<file path="src/sv/rvab_pkg.sv">
// ---------------------------------------------------------------------------
// rvab_pkg
// Opcode codes and the result word layout shared by the ALU/branch block.
// ---------------------------------------------------------------------------
package rvab_pkg;

   localparam int unsigned OpW   = 5;
   localparam int unsigned XlenW = 32;

   // operation codes
   localparam logic [OpW-1:0] OP_LUI   = 5'd0;
   localparam logic [OpW-1:0] OP_AUIPC = 5'd1;
   localparam logic [OpW-1:0] OP_JAL   = 5'd2;
   localparam logic [OpW-1:0] OP_JALR  = 5'd3;
   localparam logic [OpW-1:0] OP_BEQ   = 5'd4;
   localparam logic [OpW-1:0] OP_BNE   = 5'd5;
   localparam logic [OpW-1:0] OP_BLT   = 5'd6;
   localparam logic [OpW-1:0] OP_BGE   = 5'd7;
   localparam logic [OpW-1:0] OP_BLTU  = 5'd8;
   localparam logic [OpW-1:0] OP_BGEU  = 5'd9;
   localparam logic [OpW-1:0] OP_ADDI  = 5'd10;
   localparam logic [OpW-1:0] OP_SLTI  = 5'd11;
   localparam logic [OpW-1:0] OP_SLTIU = 5'd12;
   localparam logic [OpW-1:0] OP_XORI  = 5'd13;
   localparam logic [OpW-1:0] OP_ORI   = 5'd14;
   localparam logic [OpW-1:0] OP_ANDI  = 5'd15;
   localparam logic [OpW-1:0] OP_SLLI  = 5'd16;
   localparam logic [OpW-1:0] OP_SRLI  = 5'd17;
   localparam logic [OpW-1:0] OP_SRAI  = 5'd18;
   localparam logic [OpW-1:0] OP_ADD   = 5'd19;
   localparam logic [OpW-1:0] OP_SUB   = 5'd20;
   localparam logic [OpW-1:0] OP_SLL   = 5'd21;
   localparam logic [OpW-1:0] OP_SLT   = 5'd22;
   localparam logic [OpW-1:0] OP_SLTU  = 5'd23;
   localparam logic [OpW-1:0] OP_XOR   = 5'd24;
   localparam logic [OpW-1:0] OP_SRL   = 5'd25;
   localparam logic [OpW-1:0] OP_SRA   = 5'd26;
   localparam logic [OpW-1:0] OP_OR    = 5'd27;
   localparam logic [OpW-1:0] OP_AND   = 5'd28;

   // link and fall-through offset
   localparam logic [XlenW-1:0] InstrBytes = 32'd4;

   // computed result word, without the tag
   typedef struct packed {
      logic [XlenW-1:0] result_value;
      logic             control_op;
      logic             taken_flag;
      logic [XlenW-1:0] resolved_addr;
      logic             mispredicted;
   } rsp_type;

endpackage

</file>
<file path="src/sv/rv32i_alu_branch_resolve.sv">
// ---------------------------------------------------------------------------
// rv32i_alu_branch_resolve
// RV32I integer ALU with branch and jump resolution.
//
// Each request word carries an opcode, two register operands, the immediate,
// the instruction address, the predicted next address and a reorder buffer
// tag; each request yields exactly one response word with the destination
// value, the control flags, the resolved next address and the tag. The unit
// takes one word per clock while req_ready is high. An accepted request waits
// in the operand register; the ALU, comparator and target adders then settle
// into the response register once it is empty or drains, and the response
// word is offered from there. The operand register keeps filling while a
// response waits; once both registers are full, req_ready follows rsp_ready.
// The tag width follows TAG_ENTRIES and the tag is passed through untouched.
// ---------------------------------------------------------------------------
module rv32i_alu_branch_resolve
   import rvab_pkg::*;
#(
   parameter int unsigned TAG_ENTRIES = 16
) (
   input  logic                           clock,
   input  logic                           reset,
   input  logic                           req_valid,
   output logic                           req_ready,
   input  logic [OpW-1:0]                 req_opcode,
   input  logic [XlenW-1:0]               req_operand_a,
   input  logic [XlenW-1:0]               req_operand_b,
   input  logic signed [XlenW-1:0]        req_immediate,
   input  logic [XlenW-1:0]               req_instr_addr,
   input  logic [XlenW-1:0]               req_predicted_addr,
   input  logic [$clog2(TAG_ENTRIES)-1:0] req_entry_tag,
   output logic                           rsp_valid,
   input  logic                           rsp_ready,
   output logic [XlenW-1:0]               rsp_result_value,
   output logic                           rsp_control_op,
   output logic                           rsp_taken_flag,
   output logic [XlenW-1:0]               rsp_resolved_addr,
   output logic                           rsp_mispredicted,
   output logic [$clog2(TAG_ENTRIES)-1:0] rsp_out_tag
);

   localparam int unsigned TagW = $clog2(TAG_ENTRIES);

   // operand stage
   logic                 s1_valid_ff, s1_valid_in;
   logic [OpW-1:0]       op_ff;
   logic [XlenW-1:0]     a_ff, b_ff, imm_ff, pc_ff, pred_ff;
   logic [TagW-1:0]      s1_tag_ff;

   // response stage
   logic                 rsp_valid_ff, rsp_valid_in;
   rsp_type              rsp_ff, rsp_in;
   logic [TagW-1:0]      rsp_tag_ff;

   logic                 s2_open, s1_open, s1_fire;

   // datapath terms
   logic [XlenW-1:0]     sum_a_imm, sum_pc_imm, pc_next, diff_ab;
   logic [XlenW-1:0]     sh_src, jalr_tgt;
   logic [4:0]           shamt;
   logic                 lts_ab, ltu_ab, lts_ai, ltu_ai, eq_ab, cond;

   // handshake: each stage opens when empty or when it drains this cycle
   assign s2_open   = !rsp_valid_ff || rsp_ready;
   assign s1_open   = !s1_valid_ff || s2_open;
   assign s1_fire   = s1_valid_ff && s2_open;
   assign req_ready = s1_open;

   assign s1_valid_in  = s1_open ? req_valid : s1_valid_ff;
   assign rsp_valid_in = s2_open ? s1_valid_ff : rsp_valid_ff;

   always_ff @(posedge clock) begin
      if (reset) begin
         s1_valid_ff  <= 1'b0;
         rsp_valid_ff <= 1'b0;
      end else begin
         s1_valid_ff  <= s1_valid_in;
         rsp_valid_ff <= rsp_valid_in;
      end
   end

   // capture request payload
   always_ff @(posedge clock) begin
      if (req_valid && s1_open) begin
         op_ff     <= req_opcode;
         a_ff      <= req_operand_a;
         b_ff      <= req_operand_b;
         imm_ff    <= req_immediate;
         pc_ff     <= req_instr_addr;
         pred_ff   <= req_predicted_addr;
         s1_tag_ff <= req_entry_tag;
      end
   end

   // adders and comparators, several shared by more than one opcode
   assign sum_a_imm  = a_ff + imm_ff;
   assign sum_pc_imm = pc_ff + imm_ff;
   assign pc_next    = pc_ff + InstrBytes;
   assign diff_ab    = a_ff - b_ff;
   assign jalr_tgt   = {sum_a_imm[XlenW-1:1], 1'b0};
   assign eq_ab      = (a_ff == b_ff);
   assign lts_ab     = ($signed(a_ff) < $signed(b_ff));
   assign ltu_ab     = (a_ff < b_ff);
   assign lts_ai     = ($signed(a_ff) < $signed(imm_ff));
   assign ltu_ai     = (a_ff < imm_ff);

   // shift amount from immediate for the I-type shifts, from rs2 otherwise
   assign sh_src = (op_ff == OP_SLLI || op_ff == OP_SRLI || op_ff == OP_SRAI) ? imm_ff : b_ff;
   assign shamt  = sh_src[4:0];

   // branch condition
   always_comb begin
      unique case (op_ff)
         OP_BEQ:  cond = eq_ab;
         OP_BNE:  cond = !eq_ab;
         OP_BLT:  cond = lts_ab;
         OP_BGE:  cond = !lts_ab;
         OP_BLTU: cond = ltu_ab;
         OP_BGEU: cond = !ltu_ab;
         default: cond = 1'b0;
      endcase
   end

   // destination value and control resolution
   always_comb begin
      rsp_in = '0;
      unique case (op_ff)
         OP_LUI:   rsp_in.result_value = imm_ff;
         OP_AUIPC: rsp_in.result_value = sum_pc_imm;
         OP_JAL, OP_JALR: rsp_in.result_value = pc_next;
         OP_ADDI:  rsp_in.result_value = sum_a_imm;
         OP_SLTI:  rsp_in.result_value = {{(XlenW-1){1'b0}}, lts_ai};
         OP_SLTIU: rsp_in.result_value = {{(XlenW-1){1'b0}}, ltu_ai};
         OP_XORI:  rsp_in.result_value = a_ff ^ imm_ff;
         OP_ORI:   rsp_in.result_value = a_ff | imm_ff;
         OP_ANDI:  rsp_in.result_value = a_ff & imm_ff;
         OP_SLLI, OP_SLL: rsp_in.result_value = a_ff << shamt;
         OP_SRLI, OP_SRL: rsp_in.result_value = a_ff >> shamt;
         OP_SRAI, OP_SRA: rsp_in.result_value = $unsigned($signed(a_ff) >>> shamt);
         OP_ADD:   rsp_in.result_value = a_ff + b_ff;
         OP_SUB:   rsp_in.result_value = diff_ab;
         OP_SLT:   rsp_in.result_value = {{(XlenW-1){1'b0}}, lts_ab};
         OP_SLTU:  rsp_in.result_value = {{(XlenW-1){1'b0}}, ltu_ab};
         OP_XOR:   rsp_in.result_value = a_ff ^ b_ff;
         OP_OR:    rsp_in.result_value = a_ff | b_ff;
         OP_AND:   rsp_in.result_value = a_ff & b_ff;
         default:  rsp_in.result_value = '0;
      endcase

      unique case (op_ff)
         OP_JAL: begin
            rsp_in.control_op    = 1'b1;
            rsp_in.taken_flag    = 1'b1;
            rsp_in.resolved_addr = sum_pc_imm;
         end
         OP_JALR: begin
            rsp_in.control_op    = 1'b1;
            rsp_in.taken_flag    = 1'b1;
            rsp_in.resolved_addr = jalr_tgt;
         end
         OP_BEQ, OP_BNE, OP_BLT, OP_BGE, OP_BLTU, OP_BGEU: begin
            rsp_in.control_op    = 1'b1;
            rsp_in.taken_flag    = cond;
            rsp_in.resolved_addr = cond ? sum_pc_imm : pc_next;
         end
         default: begin
            rsp_in.control_op    = 1'b0;
            rsp_in.taken_flag    = 1'b0;
            rsp_in.resolved_addr = '0;
         end
      endcase

      rsp_in.mispredicted = rsp_in.control_op && (rsp_in.resolved_addr != pred_ff);
   end

   // capture response payload
   always_ff @(posedge clock) begin
      if (s1_fire) begin
         rsp_ff     <= rsp_in;
         rsp_tag_ff <= s1_tag_ff;
      end
   end

   assign rsp_valid         = rsp_valid_ff;
   assign rsp_result_value  = rsp_ff.result_value;
   assign rsp_control_op    = rsp_ff.control_op;
   assign rsp_taken_flag    = rsp_ff.taken_flag;
   assign rsp_resolved_addr = rsp_ff.resolved_addr;
   assign rsp_mispredicted  = rsp_ff.mispredicted;
   assign rsp_out_tag       = rsp_tag_ff;

   // checks
   a_reset_empty: assert property (@(posedge clock)
      reset |=> !s1_valid_ff && !rsp_valid_ff)
      else $error("pipeline not empty after reset");

   a_advance: assert property (@(posedge clock) disable iff (reset)
      s1_fire |=> rsp_valid_ff)
      else $error("operand stage advanced but no response held");

   a_noncontrol_clean: assert property (@(posedge clock) disable iff (reset)
      rsp_valid_ff && !rsp_ff.control_op |->
         !rsp_ff.taken_flag && !rsp_ff.mispredicted && rsp_ff.resolved_addr == '0)
      else $error("control fields set on a non-control response");

   a_not_taken_branch: assert property (@(posedge clock) disable iff (reset)
      rsp_valid_ff && rsp_ff.control_op && !rsp_ff.taken_flag |->
         rsp_ff.result_value == '0)
      else $error("not-taken branch carries a destination value");

endmodule
</file>
<file path="config.mk">
export PLATFORM = sky130hd
export DESIGN_NAME = rv32i_alu_branch_resolve
export DESIGN_NICKNAME = d
export VERILOG_FILES = /design/src/sv/rvab_pkg.sv /design/src/sv/rv32i_alu_branch_resolve.sv
export SDC_FILE = /design/constraint.sdc
export NUM_CORES = 1
export LEC_CHECK = 0
export ABC_AREA = 1
export BUFFER_PORTS_ARGS = -buffer_cell sky130_fd_sc_hd__buf_2
export CORE_ASPECT_RATIO = 1.75
export CORE_MARGIN = 2
export CORE_UTILIZATION = 30
export DETAILED_ROUTE_END_ITERATION = 16
export GPL_TIMING_DRIVEN = 1
export PLACE_DENSITY_LB_ADDON = 0.12
export SYNTH_ARGS = -nofsm -noshare
export SYNTH_HDL_FRONTEND = slang
export SYNTH_SLANG_ARGS = --single-unit
</file>
<file path="constraint.sdc">
create_clock -name clock -period 13.8 [get_ports clock]
set_input_delay 2.07 -clock clock [delete_from_list [all_inputs] [get_ports clock]]
set_output_delay 2.07 -clock clock [all_outputs]
set_load 0.005 [all_outputs]
</file>
==> results of run 1 <==
-- placed cells by master (no fill, tap or decap), types with 10 or more instances in the layout --
cell       Yosys  layout
nand2_1      817     816
inv_1        445     444
o21ai_0      375     373
nor2_1       338     336
a21oi_1      266     265
buf_2         35     245
edfxtp_1     240     240
nand3_1      212     212
ha_1         158     158
xor2_1        73      73
nand4_1       59      59
o2111ai_1     43      43
buf_4          4      41
nor3_1        38      38
or2_2         37      37
o211ai_1      37      37
o22ai_1       30      30
clkbuf_16      0      29
o21ai_1       21      19
a21o_1        17      17
a31oi_1       15      15
mux2i_1       14      14
nand2_2       13      14
a2111oi_0     12      12
o221ai_1      11      11
o21bai_1      11      11
xnor2_1       10      10
a211oi_1      10      10
-- registers in the layout, indices dropped and copies added (netlist names) --
name               cells
op_ff                  5
rsp_out_tag            4
rsp_control_op         1
imm_ff                32
a_ff                  32
s1_tag_ff              4
rsp_taken_flag         1
rsp_mispredicted       1
rsp_resolved_addr     32
s1_valid_ff            1
pred_ff               32
b_ff                  32
pc_ff                 32
rsp_valid              1
rsp_result_value      32
-- worst paths after layout --
check | startpoint | to | slack, ns | cells after the start
worst max-delay path | op_ff[3] | rsp_result_value[30] | 8.49 | 13
worst min-delay path | s1_tag_ff[1] | rsp_out_tag[1] | 0.43 | 0
worst max register to register | op_ff[3] | rsp_result_value[30] | 8.49 | 13
worst min register to register | s1_tag_ff[1] | rsp_out_tag[1] | 0.43 | 0
-- where the power goes --
group	internal [mW]	total, mW	switching (mW)	leakage (nW)
registers	0.866	0.929	0.0635	2.36
logic	0.245	0.867	0.622	9.72
clock network	0.524	0.897	0.373	0.525
-- final cells by class --
class                           instances  area, um^2
Clock buffer                           31       733.2
Inverter                              455        1715
Timing Repair Buffer                  286        1534
Sequential cell                       242        7247
Clock inverter                         23       340.3
Fill cell                            8985       52220
Multi-Input combinational cell       2714       14790
Tap cell                             1042        1304
-- cells by family (layout without fill, tap and decap cells) --
logic type / count (synthesis) / in the layout / share of synthesized area [%]
xor gates and xnor gates: 83 / 83 / 3.002
DFF: 242 / 242 / 29.93
adders and majority gates: 162 / 162 / 8.495
buffers and inverters: 580 / 795 / 9.311
AOI/OAI and AO/OA: 902 / 902 / 21.45
muxes: 14 / 14 / 0.5787
and+or+nand+nor: 1553 / 1553 / 27.24
-- metal layers --
metal | vias up | wire, um | part of all wire (%)
met5 | - | 0 | 0
met4 | 0 | 11270 | 8.7
met1 | 12580 | 47440 | 37
li1 | 12470 | - | -
met3 | 335 | 5651 | 4.4
met2 | 1032 | 65420 | 50
==> qor.yml, run 1 <==
global_routing:
  met2_usage_pct: 54.52
  track_usage_pct: 30.54
  grt.met3_usage_pct: 2.641
  grt_pass1_vias: 26810
  gr-max-usage-layer: "met2"
  grtUsageMet1_pct: 33.31
  grt_max_degree: 111
  grt_remaining_overflow: 0
  antenna_found_initial: 0
  grt_pass1_wl_um: 182300
logic_synthesis:
  synth-seq-area-share_pct: 29.93
  synthCells: 3536
  synth_most_common_cell: "nand2_1"
  avgSynthCellArea_um2: 6.848
  synth_cell_types: 66
  synth_edf_count: 240
  syn_nets: 3871
  yosys_warnings: 0
  syn-cell-area_um2: 24210
  synth_top_area_share_pct: 29.76
  synth_area_leaders: "edfxtp_1, nand2_1, ha_1"
  yosysTopAreaCell: "edfxtp_1"
  async_reset_ff_share_pct: 0
  synth_seq_cells: 242
  ys_top_cells_by_count: "nand2_1, inv_1, o21ai_0, nor2_1, a21oi_1"
  synth_ff_type: "edfxtp_1"
sta:
  rsz0062_at_grt: "false"
  clock.fmax_mhz: 188.4
  fin_ws_ns: 8.491
  hold_viol: 0
  setup_viol: 0
  whs_ns: 0.4276
  tns_ns: 0
  clock_skew_ns: 0.02414
  period_minus_slack_ns: 5.309
  slew_headroom_pct: 15.87
  fin_crit_sh_pct: 38.47
  report.final.slew_viol_count: 0
  worst_pin_slew_ns: 1.230
clock_network:
  cts_buffer_depth: 3
  h-tree-depth: 1
  tritoncts: "built"
  ctsResizeCount: 0
  root_buffer: "clkbuf_16"
  clkLatencyLatePin_ns: 0.64
  hold_buffers: 0
  cts_setup_buffers: 0
  cts_buffers: 29
  cts_sinks: 242
  clk_pin_slew_ns: 0.06
route:
  detail_route.wl_per_cell_um: 27.08
  vias: 26420
  totalWireLength_um: 129800
  ant_nets: 0
  drtIter0Drc: 2154
  post-route-drc-count: 0
  via_per_inst: 5.512
  drtPass1Iterations: 6
setup_path:
  cp_num_buf_inv: 1
  critPathKind: "reg -> reg"
  path_cells: "nor2_1 > nand3_1 > o21ai_4 > buf_4 > nand2_1 > o21ai_0 > mux2i_1 > o21ai_0 > o22ai_1 > o21ai_0 > o2111ai_1 > a21oi_1 > nand3_1"
  cp.required_ns: 14.15
  crit_arrival_ns: 5.66
  cpPeakStageDelay_ns: 0.80
  crit_slowest_cell: "o21ai_4"
  end_kind: "register"
  cp_top_family: "compound AO/OA/AOI/OAI gates"
  crit_fanout: 54
  cpMostUsedCell: "o21ai_0"
  startpoint_type: "register"
floorplanning:
  die_y_um: 379.8
  die_x_um: 218.8
  coreArea_um2: 79880
  row_count: 137
  initial_core_util_pct: 30.31
  design.die.area_um2: 83090
  ios: 246
finish:
  area_growth_pct: 14.24
  fin_cells: 4793
  drive_above_1_share_pct: 11.44
  final_core_util_pct: 34.63
  final_area_um2: 27660
  antenna_cells: 0
  nNetsFinal: 4063
pwr:
  ir_drop_mv: 0.09910
  total_power_mw: 2.693
  leakagePower_nw: 12.61
  powerDensity_nw_per_um2: 97.36
placement:
  pre_cts_ws_ns: 8.621
  place.gp.congestion: 1.007
  port_buffers: 245
  dp_hpwl_um: 106200
  dp_cells: 4739
  dpl-instance-area_um2: 26590
job:
  drv_cap: 0
outcome:
  status: "completed"
hold_path:
  hold_class: "reg -> reg"
(Power assumes the default switching activity.)
==> inputs of run 2 (changes only) <==
- clock period: 13.8 -> 4.97 ns (I/O delays scaled with it)
==> qor.yml, run 2 (synthesis gave the netlist of run 1 again) <==
route:
  detail_route.wl_per_cell_um: 26.60  # -1.8%
  drtPass1Iterations: 6  # unchanged
  ant_nets: 0  # unchanged
  post-route-drc-count: 0  # unchanged
  drtIter0Drc: 1969  # -8.6%
  via_per_inst: 5.436  # -1.4%
  totalWireLength_um: 133200  # +2.7%
  vias: 27240  # +3.1%
sta:
  slew_headroom_pct: 33.89  # +18 points
  worst_pin_slew_ns: 0.9812  # -0.2489 ns
  rsz0062_at_grt: "false"
  setup_viol: 0  # unchanged
  fin_ws_ns: 0.5591  # -7.932 ns
  clock_skew_ns: 0.04184  # +0.01769 ns
  report.final.slew_viol_count: 0  # unchanged
  clock.fmax_mhz: 226.7  # +20%
  whs_ns: 0.2791  # -0.1485 ns
  fin_crit_sh_pct: 88.75  # +50 points
  hold_viol: 0  # unchanged
  period_minus_slack_ns: 4.411  # -0.8978 ns
  tns_ns: 0  # unchanged
finish:
  drive_above_1_share_pct: 16.28  # +4.8 points
  final_area_um2: 29390  # +6.2%
  fin_cells: 5010  # +4.5%
  layout_commonest_cell: "nand2_1"
  nNetsFinal: 4281  # +5.4%
  mostFrequentLayoutCells: "nand2_1, inv_1, o21ai_0"
  multiInputGateArea_um2: 14790  # unchanged
  register_area_um2: 7247  # unchanged
  antenna_cells: 0  # unchanged
  final_core_util_pct: 36.79  # +2.2 points
  area_growth_pct: 21.37
  fill_cells: 8930  # -0.61%
hold_path:
  min-delay-start: "req_operand_b[11]"
  min_path_cells: 1  # +1
  min_to: "b_ff[11]"
  hold_class: "in -> reg"
setup_path:
  worst-r2r-setup-slack_ns: 0.56  # -7.93 ns
  startpoint_type: "register"
  crit_fanout: 8  # -85%
  reg2reg_to: "rsp_mispredicted"
  setup.worst_path.start: "imm_ff[0]"
  cp.required_ns: 5.34  # -8.81 ns
  end_kind: "register"
  reg2reg_depth: 21  # +8
  r2r-start: "imm_ff[0]"
  critPathKind: "reg -> reg"
  crit_arrival_ns: 4.78  # -0.88 ns
global_routing:
  track_usage_pct: 31.44  # +0.90 points
  antenna_found_initial: 1  # +1
  grt_max_degree: 92  # -17%
  grt_pass1_vias: 27750  # +3.5%
  grt_remaining_overflow: 0  # unchanged
  grt_pass1_wl_um: 187700  # +2.9%
clock_network:
  h-tree-depth: 1  # unchanged
  cts_setup_buffers: 0  # unchanged
  tritoncts: "built"
  cts_sinks: 242  # unchanged
  clkLatencyLatePin_ns: 0.65  # about the same
  ctsResizeCount: 0  # unchanged
  root_buffer: "clkbuf_16"
  cts_buffers: 28  # -3.4%
  clk_pin_slew_ns: 0.07  # about the same
  cts_buffer_depth: 3  # unchanged
  hold_buffers: 0  # unchanged
floorplanning:
  ios: 246  # unchanged
  row_count: 137  # unchanged
  design.die.area_um2: 83090  # unchanged
  die_y_um: 379.8  # unchanged
  initial_core_util_pct: 30.31  # unchanged
  die_x_um: 218.8  # unchanged
  coreArea_um2: 79880  # unchanged
pwr:
  pwr-share-seq_pct: 33.1  # -1.4 points
  total_power_mw: 7.674  # +180%
  leakagePower_nw: 13.66  # +8.3%
  ir_drop_mv: 0.4214  # +330%
  internal_power_mw: 4.677  # +190%
  comb_power_share_pct: 34.9  # +2.7 points
  powerDensity_nw_per_um2: 261.1  # +170%
  sw_frac_of_total_pct: 39.06  # -0.23 points
  p_switching_mw: 2.998  # +180%
  p_clk_share_pct: 32.0  # -1.3 points
placement:
  dp_cells: 4958  # +4.6%
  pre_cts_ws_ns: 0.5948  # -8.026 ns
  place.gp.congestion: 1.012  # +0.53%
  dp_hpwl_um: 111500  # +4.9%
  dpl-instance-area_um2: 28330  # +6.6%
  port_buffers: 245  # unchanged
outcome:
  status: "completed"
job:
  drv_cap: 0  # unchanged
run 2: worst max-delay path, cell delays in order, from the launching register on:
cell and delay [ns]:
edfxtp_1 0.58, ha_1 0.31, fa_1 0.40, nand2_1 0.09
o21ai_1 0.10, a21boi_0 0.49, o21ai_1 0.19, buf_4 0.20
nand2_1 0.06, o21ai_0 0.08, buf_4 0.16, or2_2 0.28
nand3_1 0.19, nand3_2 0.12, nand2_1 0.07, nand2_1 0.05
nor2_1 0.15, nand2_1 0.13, nor2_1 0.12, nand2_1 0.18
nor2_1 0.14, nor2_1 0.05
run 2: layer usage:
metal	track usage [%]	routed length, um
met2	56.70	67300
met1	33.15	47780
met4	24.00	12130
met3	3.193	6040
met5	0	0
run 2: layout make-up:
cell class	count	area share [%]
clock inverter	24	1.205
tap	1042	4.436
clock buffer	28	2.384
timing repair buffer	505	11.15
sequential	242	24.66
multi-input combinational	2714	50.32
inverter	455	5.837
run 2: power groups by stage:
stage | Clock, mW | Combinational [mW] | Sequential, mW
6_report | 2.45 | 2.68 | 2.54
5_1_grt | 2.57 | 2.89 | 2.55
4_1_cts | 2.52 | 2.64 | 2.53
3_5_place_dp | 0 | 2.63 | 2.58
3_3_place_gp | 0 | 2.64 | 2.58
2_1_floorplan | 0 | 1.44 | 2.54
run 2: how the worst max path moves through the flow:
stage | to | slack [ns] | cells after the start
after floorplan | a_ff[0] | 0.19 | 4
after global placement | rsp_mispredicted | 0.65 | 21
after detailed placement | rsp_mispredicted | 0.59 | 26
after CTS | rsp_mispredicted | 0.58 | 24
after global routing | rsp_mispredicted | 0.28 | 26
final | rsp_mispredicted | 0.56 | 21
==> inputs of run 3 (changes only) <==
- PLACE_DENSITY_LB_ADDON: 0.12 -> 0.2
==> qor.yml, run 3 (synthesis gave the netlist of run 1 again) <==
setup_path:
  cp_num_buf_inv: 3  # +1
  reg2reg_to: "rsp_mispredicted"
  crit_slowest_cell: "edfxtp_1"
  cp_top_family: "simple AND/OR/NAND/NOR gates"
  cpMostUsedCell: "nand2_1"
  crit_arrival_ns: 5.01  # +0.23 ns
  cpPeakStageDelay_ns: 0.56  # -0.02 ns
  cp.required_ns: 5.36  # +0.02 ns
  reg2reg_depth: 25  # +19%
  worst-r2r-setup-slack_ns: 0.35  # -0.21 ns
  crit_fanout: 11  # +3
  r2r-start: "a_ff[0]"
  startpoint_type: "register"
  end_kind: "register"
  critPathKind: "reg -> reg"
pwr:
  powerDensity_nw_per_um2: 261.8  # +0.27%
  pwr-share-seq_pct: 34.0  # +0.9 points
  leakagePower_nw: 13.16  # -3.7%
  p_clk_share_pct: 31.5  # -0.5 points
  ir_drop_mv: 0.3007  # -29%
  comb_power_share_pct: 34.5  # -0.4 points
  sw_frac_of_total_pct: 40.65  # +1.6 points
  internal_power_mw: 4.438  # -5.1%
  p_switching_mw: 3.040  # +1.4%
route:
  drtPass1Iterations: 5  # -1
  drtIter0Drc: 2230  # +13%
  via_per_inst: 5.479  # +0.79%
  post-route-drc-count: 0  # unchanged
  ant_nets: 0  # unchanged
  vias: 26930  # -1.1%
  totalWireLength_um: 132800  # -0.34%
  detail_route.wl_per_cell_um: 27.01  # +1.6%
job:
  drv_cap: 0  # unchanged
global_routing:
  grt_max_degree: 81  # -12%
  track_usage_pct: 31.26  # -0.18 points
  antenna_found_initial: 3  # +2
  grt_remaining_overflow: 0  # unchanged
  grt_pass1_vias: 26860  # -3.2%
  grt_pass1_wl_um: 185700  # -1.0%
sta:
  period_minus_slack_ns: 4.621  # +0.2103 ns
  tns_ns: 0  # unchanged
  worst_pin_slew_ns: 1.138  # +0.1565 ns
  clock_skew_ns: 0.04807  # +0.006233 ns
  setup_viol: 0  # unchanged
  hold_viol: 0  # unchanged
  report.final.slew_viol_count: 0  # unchanged
  slew_headroom_pct: 23.35  # -11 points
  fin_crit_sh_pct: 92.98  # +4.2 points
  clock.fmax_mhz: 216.4  # -4.6%
  rsz0062_at_grt: "false"
clock_network:
  cts_buffer_depth: 3  # unchanged
  cts_setup_buffers: 0  # unchanged
  clk_pin_slew_ns: 0.08  # about the same
  tritoncts: "built"
  cts_buffers: 29  # +3.6%
  hold_buffers: 0  # unchanged
  root_buffer: "clkbuf_16"
  cts_sinks: 242  # unchanged
  ctsResizeCount: 0  # unchanged
  clkLatencyLatePin_ns: 0.65  # about the same
  h-tree-depth: 1  # unchanged
hold_path:
  min-delay-start: "req_operand_b[11]"
  min_path_cells: 1  # unchanged
  hold_class: "in -> reg"
  min_to: "b_ff[11]"
placement:
  place.gp.congestion: 1.050  # +3.8%
  dpl-instance-area_um2: 27560  # -2.7%
  dp_hpwl_um: 110000  # -1.4%
  port_buffers: 245  # unchanged
floorplanning:
  design.die.area_um2: 83090  # unchanged
  coreArea_um2: 79880  # unchanged
  initial_core_util_pct: 30.31  # unchanged
  row_count: 137  # unchanged
  die_y_um: 379.8  # unchanged
  ios: 246  # unchanged
  die_x_um: 218.8  # unchanged
outcome:
  status: "completed"
finish:
  nNetsFinal: 4184  # -2.3%
  layout_commonest_cell: "nand2_1"
  area_growth_pct: 17.96
  final_area_um2: 28560  # -2.8%
  mostFrequentLayoutCells: "nand2_1, inv_1, o21ai_0"
  drive_above_1_share_pct: 14.23  # -2.0 points
-- run 3: cell count changes in the layout (fill, tap and decap cells not counted), moves of 2 or more --
cell,previous run,this run
diode_2,0,2
buf_12,8,5
clkbuf_1,0,2
clkinv_1,8,6
clkinv_8,2,0
bufinv_16,7,3
inv_8,1,3
buf_4,252,157
inv_6,4,7
-- run 3: how the worst max path moves through the flow --
stage	startpoint	endpoint	depth (start not counted)
after floorplan	rsp_ready	a_ff[0]	4
after global placement	a_ff[0]	rsp_mispredicted	25
after detailed placement	a_ff[0]	rsp_mispredicted	25
after CTS	a_ff[0]	rsp_mispredicted	25
after global routing	a_ff[0]	rsp_mispredicted	25
final	a_ff[0]	rsp_mispredicted	25
-- run 3: power by group through the flow --
stage	clock network (mW)	logic [mW]	registers, mW
floorplan	0	1.44	2.54
finish	2.35	2.58	2.54
CTS	2.41	2.52	2.54
global route	2.47	2.77	2.55
global placement	0	2.52	2.58
detailed placement	0	2.51	2.58
-- run 3: metrics by stage --
stage,hold WS (ns),worst slack (ns),instances,util (%),power [mW]
floorplan,0.4003,0.1897,3536,-,3.981
global placement,0.4024,0.4057,4860,34.51,5.110
detailed placement,0.4080,0.3855,4860,34.51,5.094
CTS,0.2473,0.3937,4914,35.75,7.471
global route,0.2597,0.1675,4915,35.76,7.796
finish,0.2679,0.3488,4916,35.76,7.479
-- run 3: per-layer routing --
metal | global-route usage [%] | vias to the layer above | part of all wire [%]
met5 | 0 | - | 0.011
met4 | 25.26 | 2 | 9.9
met3 | 2.969 | 381 | 5.1
met2 | 54.98 | 1185 | 49
met1 | 33.71 | 12640 | 36
li1 | - | 12720 | -
-- run 3: area by class of cell --
type	count	area, um^2
antenna	2	5.005
clock buffer	31	733.2
clock inverter	23	261.5
fill	8967	51320
inverter	455	1713
multi-input combinational	2714	14800
sequential	242	7247
tap	1042	1304
timing repair buffer	407	2505
